`config.mk`:
```
export PLATFORM = sky130hd
export DESIGN_NAME = grid_domain_neighbour_ranks_top
export DESIGN_NICKNAME = d
export VERILOG_FILES = /design/src/rtl/gdnr_pkg.sv /design/src/rtl/grid_domain_neighbour_ranks_top.sv
export SDC_FILE = /design/constraint.sdc
export NUM_CORES = 2
export LEC_CHECK = 0
export BUFFER_PORTS_ARGS = -buffer_cell sky130_fd_sc_hd__buf_2
export CAP_MARGIN = 10
export CELL_PAD_IN_SITES_DETAIL_PLACEMENT = 2
export CELL_PAD_IN_SITES_GLOBAL_PLACEMENT = 2
export CORE_ASPECT_RATIO = 2
export CORE_MARGIN = 1
export CORE_UTILIZATION = 44
export DETAILED_ROUTE_END_ITERATION = 10
export PLACE_DENSITY = 0.84
export SKIP_CTS_REPAIR_TIMING = 1
export SKIP_LAST_GASP = 1
export SLEW_MARGIN = 40
export SYNTH_ARGS = -nofsm -noshare
export SYNTH_HDL_FRONTEND = slang
export SYNTH_SLANG_ARGS = --single-unit
```
`constraint.sdc`:
```
create_clock -name clk -period 52.5 [get_ports clk]
set_input_delay 5.25 -clock clk [delete_from_list [all_inputs] [get_ports clk]]
set_output_delay 5.25 -clock clk [all_outputs]
set_load 0.02 [all_outputs]
```
`src/rtl/gdnr_pkg.sv`:
```
// shared types and constants for the grid domain neighbour rank block
`default_nettype none

package gdnr_pkg;

  localparam int AXES       = 3;
  localparam int RANK_W     = 12;
  localparam int CELL_W     = 16;
  localparam int NB_W       = 13;
  localparam int NB_COUNT   = 26;
  localparam int CFG_ADDR_W = 3;
  localparam int CFG_DATA_W = 16;
  localparam int IN_TDATA_W = ((RANK_W + 7) / 8) * 8;

  localparam int OUT_FIELDS_W = AXES * RANK_W + 2 * AXES * CELL_W + NB_W;
  localparam int OUT_TDATA_W  = ((OUT_FIELDS_W + 7) / 8) * 8;
  localparam int OUT_PAD_W    = OUT_TDATA_W - OUT_FIELDS_W;

  // register indexes
  localparam logic [CFG_ADDR_W-1:0] REG_NDIM       = 3'd0;
  localparam logic [CFG_ADDR_W-1:0] REG_LOG2_PROCS = 3'd1;
  localparam logic [CFG_ADDR_W-1:0] REG_EXTENT_X   = 3'd2;
  localparam logic [CFG_ADDR_W-1:0] REG_EXTENT_Y   = 3'd3;
  localparam logic [CFG_ADDR_W-1:0] REG_EXTENT_Z   = 3'd4;
  localparam logic [CFG_ADDR_W-1:0] REG_CELLS_X    = 3'd5;
  localparam logic [CFG_ADDR_W-1:0] REG_CELLS_Y    = 3'd6;
  localparam logic [CFG_ADDR_W-1:0] REG_CELLS_Z    = 3'd7;

  // neighbour directions in emission order, one bit per neighbour slot
  localparam logic [NB_COUNT-1:0] NB_X_NEG = 26'h1454541;
  localparam logic [NB_COUNT-1:0] NB_X_POS = 26'h28A8A82;
  localparam logic [NB_COUNT-1:0] NB_Y_NEG = 26'h0D0D0C4;
  localparam logic [NB_COUNT-1:0] NB_Y_POS = 26'h3232308;
  localparam logic [NB_COUNT-1:0] NB_Z_NEG = 26'h003FC10;
  localparam logic [NB_COUNT-1:0] NB_Z_POS = 26'h3FC0020;

  localparam logic [NB_W-1:0] NB_NONE = {NB_W{1'b1}};

  typedef struct packed {
    logic [OUT_PAD_W-1:0] pad;
    logic [NB_W-1:0]      neighbour_rank;
    logic [CELL_W-1:0]    offset_z;
    logic [CELL_W-1:0]    offset_y;
    logic [CELL_W-1:0]    offset_x;
    logic [CELL_W-1:0]    sub_cells_z;
    logic [CELL_W-1:0]    sub_cells_y;
    logic [CELL_W-1:0]    sub_cells_x;
    logic [RANK_W-1:0]    coord_z;
    logic [RANK_W-1:0]    coord_y;
    logic [RANK_W-1:0]    coord_x;
  } out_word_t;

endpackage

`default_nettype wire

```
`src/rtl/grid_domain_neighbour_ranks_top.sv`:
```
// recursive bisection domain decomposition with neighbour rank listing
//
// in_* carries one rank per word. out_* returns one word per abutting
// subdomain, in fixed order (faces, xy edges, zn plane, zp plane), each word
// repeating the subdomain coordinates, local cell counts and offsets; tlast
// marks the final word of a rank. A rank without neighbours gives a single
// word with neighbour_rank -1. cfg_* writes the registers.
// out_tvalid rises after the decode, neighbour, serializer and output
// registers. The serializer stage emits one word per cycle unless out_tready
// stalls it: one per neighbour (up to 26), or one word if there are none;
// while it drains, the next ranks move through the decode and neighbour
// stages behind it. After reset and after each cfg write, the split
// sequencer runs one step per cycle with in_tready low: min(log2_procs,
// MAX_LOG2_PROCS) bisections and a last step. A stall on out_tready holds
// the output register and backs up the stages; nothing is lost.
`default_nettype none

module grid_domain_neighbour_ranks_top #(
  parameter int MAX_LOG2_PROCS = 12,
  parameter int MAX_DIMS       = 3
) (
  input  wire logic                              clk,
  input  wire logic                              rst_n,
  input  wire logic                              cfg_wen,
  input  wire logic [gdnr_pkg::CFG_ADDR_W-1:0]   cfg_addr,
  input  wire logic [gdnr_pkg::CFG_DATA_W-1:0]   cfg_wdata,
  input  wire logic                              in_tvalid,
  output logic                                   in_tready,
  // rank
  input  wire logic [gdnr_pkg::IN_TDATA_W-1:0]   in_tdata,
  output logic                                   out_tvalid,
  input  wire logic                              out_tready,
  // coord_x, coord_y, coord_z, sub_cells_x/y/z, offset_x/y/z, neighbour_rank
  output logic [gdnr_pkg::OUT_TDATA_W-1:0]       out_tdata,
  output logic                                   out_tlast
);
  import gdnr_pkg::*;

  localparam int KW = $clog2(MAX_LOG2_PROCS + 1);
  localparam int VW = CELL_W + MAX_LOG2_PROCS;

  // configuration registers
  logic [1:0]        ndim_r;
  logic [3:0]        lp_r;
  logic [CELL_W-1:0] ext_r   [AXES];
  logic [CELL_W-1:0] cells_r [AXES];

  always_ff @(posedge clk) begin
    if (!rst_n) begin
      ndim_r <= 2'd3;
      lp_r   <= '0;
      for (int a = 0; a < AXES; a++) begin
        ext_r[a]   <= CELL_W'(1);
        cells_r[a] <= CELL_W'(1);
      end
    end else if (cfg_wen) begin
      case (cfg_addr)
        REG_NDIM:       ndim_r     <= cfg_wdata[1:0];
        REG_LOG2_PROCS: lp_r       <= cfg_wdata[3:0];
        REG_EXTENT_X:   ext_r[0]   <= cfg_wdata;
        REG_EXTENT_Y:   ext_r[1]   <= cfg_wdata;
        REG_EXTENT_Z:   ext_r[2]   <= cfg_wdata;
        REG_CELLS_X:    cells_r[0] <= cfg_wdata;
        REG_CELLS_Y:    cells_r[1] <= cfg_wdata;
        REG_CELLS_Z:    cells_r[2] <= cfg_wdata;
        default: ;
      endcase
    end
  end

  logic [1:0]    nd_eff;
  logic [KW-1:0] lp_eff;

  always_comb begin
    if (ndim_r == 2'd0) nd_eff = 2'd1;
    else if (32'(ndim_r) > MAX_DIMS) nd_eff = 2'(MAX_DIMS);
    else nd_eff = ndim_r;
    if (32'(lp_r) > MAX_LOG2_PROCS) lp_eff = KW'(MAX_LOG2_PROCS);
    else lp_eff = KW'(lp_r);
  end

  // split sequencer: one bisection per cycle
  logic          busy_r;
  logic [KW-1:0] step_r;
  logic [1:0]    maxdir_r;
  logic [KW-1:0] k_r [AXES];
  logic [1:0]    best_dir;

  always_comb begin
    logic [VW-1:0] best_v;
    logic [VW-1:0] cand_v;
    best_v   = '0;
    best_dir = maxdir_r;
    for (int a = 0; a < AXES; a++) begin
      cand_v = VW'(ext_r[a]) << (KW'(MAX_LOG2_PROCS) - k_r[a]);
      if (a < int'(nd_eff) && cand_v > best_v) begin
        best_v   = cand_v;
        best_dir = 2'(a);
      end
    end
  end

  always_ff @(posedge clk) begin
    if (!rst_n || cfg_wen) begin
      busy_r   <= 1'b1;
      step_r   <= '0;
      maxdir_r <= '0;
      for (int a = 0; a < AXES; a++) k_r[a] <= '0;
    end else if (busy_r) begin
      if (step_r < lp_eff) begin
        k_r[best_dir] <= k_r[best_dir] + KW'(1);
        maxdir_r      <= best_dir;
        step_r        <= step_r + KW'(1);
      end else begin
        busy_r <= 1'b0;
      end
    end
  end

  // per configuration values
  logic [KW:0]       ksum;
  logic [CELL_W-1:0] sub_r [AXES];
  logic [NB_W-1:0]   stride_y_r;
  logic [NB_W-1:0]   stride_z_r;

  assign ksum = {1'b0, k_r[0]} + {1'b0, k_r[1]};

  always_ff @(posedge clk) begin
    for (int a = 0; a < AXES; a++) begin
      sub_r[a] <= (a < int'(nd_eff)) ? (cells_r[a] >> k_r[a]) : '0;
    end
    stride_y_r <= NB_W'(1) << k_r[0];
    stride_z_r <= NB_W'(1) << ksum;
  end

  // handshake chain
  logic s1_v_r, s2_v_r, em_v_r, out_v_r;
  logic out_free, em_fire, em_last, em_ready, s2_ready, s1_ready, in_fire;

  assign out_free  = !out_v_r || out_tready;
  assign em_fire   = em_v_r && out_free;
  assign em_ready  = !em_v_r || (em_fire && em_last);
  assign s2_ready  = !s2_v_r || em_ready;
  assign s1_ready  = !s1_v_r || s2_ready;
  assign in_tready = !busy_r && !cfg_wen && s1_ready;
  assign in_fire   = in_tvalid && in_tready;

  // stage 1: rank to coordinates
  logic [RANK_W-1:0] in_rank;
  logic [RANK_W-1:0] ix_nxt [AXES];
  logic [RANK_W-1:0] s1_rank_r;
  logic [RANK_W-1:0] s1_ix_r [AXES];

  always_comb begin
    in_rank   = in_tdata[RANK_W-1:0] & ~({RANK_W{1'b1}} << lp_eff);
    ix_nxt[0] = in_rank & ~({RANK_W{1'b1}} << k_r[0]);
    ix_nxt[1] = (in_rank >> k_r[0]) & ~({RANK_W{1'b1}} << k_r[1]);
    ix_nxt[2] = in_rank >> ksum;
  end

  always_ff @(posedge clk) begin
    if (!rst_n) s1_v_r <= 1'b0;
    else if (s1_ready) s1_v_r <= in_fire;
  end

  always_ff @(posedge clk) begin
    if (in_fire) begin
      s1_rank_r <= in_rank;
      s1_ix_r   <= ix_nxt;
    end
  end

  // stage 2: offsets and neighbour candidates
  logic [AXES-1:0]     dneg, dpos;
  logic [CELL_W-1:0]   off_nxt [AXES];
  logic [NB_COUNT-1:0] mask_nxt;
  logic [NB_W-1:0]     nb_nxt [NB_COUNT];

  always_comb begin
    logic [NB_W-1:0] tx, ty, tz;
    for (int a = 0; a < AXES; a++) begin
      dneg[a]    = s1_ix_r[a] != '0;
      dpos[a]    = (32'(k_r[a]) > RANK_W) ||
                   (s1_ix_r[a] != ~({RANK_W{1'b1}} << k_r[a]));
      off_nxt[a] = CELL_W'({{(CELL_W-RANK_W){1'b0}}, s1_ix_r[a]} * sub_r[a]);
    end
    for (int i = 0; i < NB_COUNT; i++) begin
      mask_nxt[i] = !(NB_X_NEG[i] && !dneg[0]) && !(NB_X_POS[i] && !dpos[0]) &&
                    !(NB_Y_NEG[i] && !dneg[1]) && !(NB_Y_POS[i] && !dpos[1]) &&
                    !(NB_Z_NEG[i] && !dneg[2]) && !(NB_Z_POS[i] && !dpos[2]);
      tx = NB_X_POS[i] ? NB_W'(1) : (NB_X_NEG[i] ? {NB_W{1'b1}} : '0);
      ty = NB_Y_POS[i] ? stride_y_r : (NB_Y_NEG[i] ? (~stride_y_r + NB_W'(1)) : '0);
      tz = NB_Z_POS[i] ? stride_z_r : (NB_Z_NEG[i] ? (~stride_z_r + NB_W'(1)) : '0);
      nb_nxt[i] = {1'b0, s1_rank_r} + tx + ty + tz;
    end
  end

  logic [RANK_W-1:0]   s2_ix_r   [AXES];
  logic [CELL_W-1:0]   s2_off_r  [AXES];
  logic [NB_COUNT-1:0] s2_mask_r;
  logic [NB_W-1:0]     s2_nb_r   [NB_COUNT];

  always_ff @(posedge clk) begin
    if (!rst_n) s2_v_r <= 1'b0;
    else if (s2_ready) s2_v_r <= s1_v_r;
  end

  always_ff @(posedge clk) begin
    if (s2_ready && s1_v_r) begin
      s2_ix_r   <= s1_ix_r;
      s2_off_r  <= off_nxt;
      s2_mask_r <= mask_nxt;
      s2_nb_r   <= nb_nxt;
    end
  end

  // stage 3: serializer, one neighbour per word
  logic [RANK_W-1:0]   em_ix_r   [AXES];
  logic [CELL_W-1:0]   em_off_r  [AXES];
  logic [NB_COUNT-1:0] em_mask_r;
  logic [NB_W-1:0]     em_nb_r   [NB_COUNT];
  logic [NB_COUNT-1:0] em_rest, em_low;
  logic [NB_W-1:0]     em_sel;

  always_comb begin
    em_rest = em_mask_r & (em_mask_r - NB_COUNT'(1));
    em_low  = em_mask_r & ~em_rest;
    em_last = em_rest == '0;
    em_sel  = (em_mask_r == '0) ? NB_NONE : '0;
    for (int i = 0; i < NB_COUNT; i++) begin
      if (em_low[i]) em_sel = em_sel | em_nb_r[i];
    end
  end

  always_ff @(posedge clk) begin
    if (!rst_n) em_v_r <= 1'b0;
    else if (em_ready) em_v_r <= s2_v_r;
  end

  always_ff @(posedge clk) begin
    if (em_ready && s2_v_r) begin
      em_ix_r   <= s2_ix_r;
      em_off_r  <= s2_off_r;
      em_mask_r <= s2_mask_r;
      em_nb_r   <= s2_nb_r;
    end else if (em_fire) begin
      em_mask_r <= em_rest;
    end
  end

  // output register
  out_word_t word_nxt;
  out_word_t out_word_r;
  logic      out_last_r;

  always_comb begin
    word_nxt.pad            = '0;
    word_nxt.neighbour_rank = em_sel;
    word_nxt.offset_z       = em_off_r[2];
    word_nxt.offset_y       = em_off_r[1];
    word_nxt.offset_x       = em_off_r[0];
    word_nxt.sub_cells_z    = sub_r[2];
    word_nxt.sub_cells_y    = sub_r[1];
    word_nxt.sub_cells_x    = sub_r[0];
    word_nxt.coord_z        = em_ix_r[2];
    word_nxt.coord_y        = em_ix_r[1];
    word_nxt.coord_x        = em_ix_r[0];
  end

  always_ff @(posedge clk) begin
    if (!rst_n) out_v_r <= 1'b0;
    else if (out_free) out_v_r <= em_v_r;
  end

  always_ff @(posedge clk) begin
    if (em_fire) begin
      out_word_r <= word_nxt;
      out_last_r <= em_last;
    end
  end

  assign out_tvalid = out_v_r;
  assign out_tdata  = out_word_r;
  assign out_tlast  = out_last_r;

endmodule

`default_nettype wire
```
==> impl_metrics.toml <==
[outcome]
status = "completed"

[clock_network]
cts_root_buf = "clkbuf_16"
clk_latency_ps = 790
clockBufferDepth = 3
numClockSinks = 1255
htreeDepth = 3
cts_tree = "built"
cts_made_buffers = 113
clk_pin_slew_worst_paths_ps = 80

[worst_hold_path]
hold_path_end = "em_nb_r[319]"
hold_depth = 0
hp-start = "s2_nb_r[319]"
min_path_type = "reg2reg"

[sta]
max_slew.worst_pin.slew_ps = 899
max-slew-margin-rel_pct = 39.4
finalHoldViolations = 0
whs_ps = 387
fin_tns_setup_ps = 0
rsz0062_at_grt = "no"
layout_setup_ws_ps = 40030
slew_viol_final = 0
setup_violations = 0
fin_crit_sh_pct = 23.8
fin_worst_skew_ps = 48.5
fmax_mhz = 80.2
timing.final.crit_period_ps = 12470

[cells_and_area]
seq_area_sq_um = 36800
final_cells = 8344
fillers = 15682
drive_above_1_share_pct = 9.61
final_cell_mix = "edfxtp_1 (1164), nand2_1 (597), inv_1 (467)"
final_common_cell = "edfxtp_1"
nNetsFinal = 6911
design_area_sq_um = 78400
synthToLayoutAreaGrowth_pct = 10.7
multi_input_area_sq_um = 31600
utilization_pct = 49.2

[place]
placed_cells_incl_taps = 8126
place_ws_ps = 40050
dp.final_hpwl_mm = 207
placed_area_sq_um = 74500
io_buffers = 183
place_congestion = 0.915

[global_route]
grt.met2_usage_pct = 66.0
globalRouteTotalUtil_pct = 35.1
antenna_found_initial = 14
grt_pass1_vias = 58986
top_usage_layer = "met2"
gr-total-overflow = 0
grt_pass1_wl_mm = 410
grt_use_met1_pct = 32.8
grt_util_met3_pct = 5.21
grt_max_degree = 152

[logic_synthesis]
synth-xor-area-share_pct = 4.97
synth-simple-area-share_pct = 10.9
ys_types = 91
async_flop_share_pct = 0
avgSynthCellArea_sq_um = 11.8
synth_mux_area_share_pct = 3.36
synth_top_family_by_area = "adder cells"
synthAdderAreaFrac_pct = 15.5
ys_ff_latch = 1255
netlist.area_leader.share_pct = 49.4
synth_compound_area_share_pct = 9.39
synth_edf_count = 1164
synthCells = 5990
synth_area_sq_um = 70800
ys.flop_type = "edfxtp_1"
yosysWarnings = 0
ys_seq_area_share_pct = 52.0
synth_top_cells_by_area = "edfxtp_1 (49%), ha_1 (8.0%), fa_1 (7.4%), xnor2_1 (3.7%), nand2_1 (3.2%)"
yosys.area.top_type = "edfxtp_1"

[routing]
viasPerCell = 6.16
drcViolationCount = 0
drtIter0Drc = 4130
first_pass_iters = 6
wl_mm = 286
wire_per_inst_um = 34.2
via_count = 51437
ant_nets = 0

[setup_path]
regToRegEndpoint = "k_r[2][2]"
worst-path-max-fanout = 5
worstPathArrival_ps = 7220
ff2ff_path_depth = 26
worstPathRequired_ps = 47250
regToRegSetupSlack_ps = 42530
reg2reg_from = "k_r[1][0]"
worstSetupStartpointType = "input pin"
critPathKind = "in2out"
endpoint_kind = "output port"

[die]
row_count = 207
die_area_sq_um = 163000
ioPinCount = 195
die_y_um = 569
core_sq_um = 159000
die_x_um = 286
initial_utilization_pct = 44.4

[pwr]
pwr_density_cell_nw_per_um2 = 52.0
ir_worst_vdd_mv = 0.0412
power.total_mw = 4.08
p_leak_nw = 30.3

[flow_run]
max_cap_viol_count = 0
## logic make-up after synthesis
logic type / count (synthesis)
simple gates: 1640
flops: 1255
compound gates: 1047
fa+ha+maj: 719
buf+inv: 719
xor+xnor: 399
mux: 210
other cells: 1
## report_power, final
group          internal [mW]  switching (mW)
Combinational          0.740            1.17
Clock                  0.464           0.425
Sequential              1.23          0.0477
## how the worst max path moves through the flow
stage	start	to
finish	out_tready	in_tready
global route	out_tready	in_tready
CTS	out_tready	in_tready
detailed placement	out_tready	in_tready
global placement	out_tready	in_tready
floorplan	out_tready	s2_ix_r[0]
## registers in the layout, summed over array words and instances, names as in the netlist, 2 cells and up
| signal | flops |
|---|---|
| em_nb_r | 319 |
| s2_nb_r | 319 |
| out_tdata | 145 |
| cells_r | 48 |
| em_off_r | 48 |
| ext_r | 48 |
| s2_off_r | 48 |
| sub_r | 48 |
| em_ix_r | 36 |
| s1_ix_r | 36 |
| s2_ix_r | 36 |
| em_mask_r | 26 |
| s2_mask_r | 26 |
| k_r | 16 |
| stride_y_r | 13 |
| stride_z_r | 13 |
| s1_rank_r | 12 |
| lp_r | 4 |
| step_r | 4 |
| maxdir_r | 2 |
| ndim_r | 2 |
## critical path, cell delays in order
cell	delay, ps
buf_2	100
nor2b_2	480
o21a_1	470
and3_1	550
nor3_1	150
buf_2	190
## synthesized netlist by cell type (all sizes together) (16+ instances only)
master  count
or3        25
a222oi     25
xor2       96
nor2      405
o21bai     35
nor4       29
buf        46
nand2     597
a211oi     41
nand3      67
o21a       31
a21oi     316
o22ai      18
nor3       86
a21o       55
nor3b      20
xnor2     303
a21boi     46
nand2b     57
a22oi      57
fa        262
dfxtp      91
and3       32
clkbuf    192
and2      175
ha        453
a221oi     50
edfxtp   1164
o21ai     264
nor2b      81
nand4      33
mux2       55
mux4       16
mux2i     139
inv       472
## final cells by class
cell class / count / share of cell area, %
antenna: 3 / 0.00958
clock buffer: 131 / 3.75
clock inverter: 79 / 1.06
inverter: 481 / 2.31
multi-input combinational: 4022 / 40.3
sequential: 1255 / 46.9
tap: 2090 / 3.34
timing repair buffer: 283 / 2.33
## per-layer routing
| metal | wire, um | vias up |
|---|---|---|
| met5 | 61 | - |
| met4 | 28200 | 8 |
| met3 | 13700 | 1113 |
| met2 | 155000 | 2248 |
| met1 | 89200 | 26521 |
| li1 | - | 21547 |
Power figures use the tool's default switching activity.
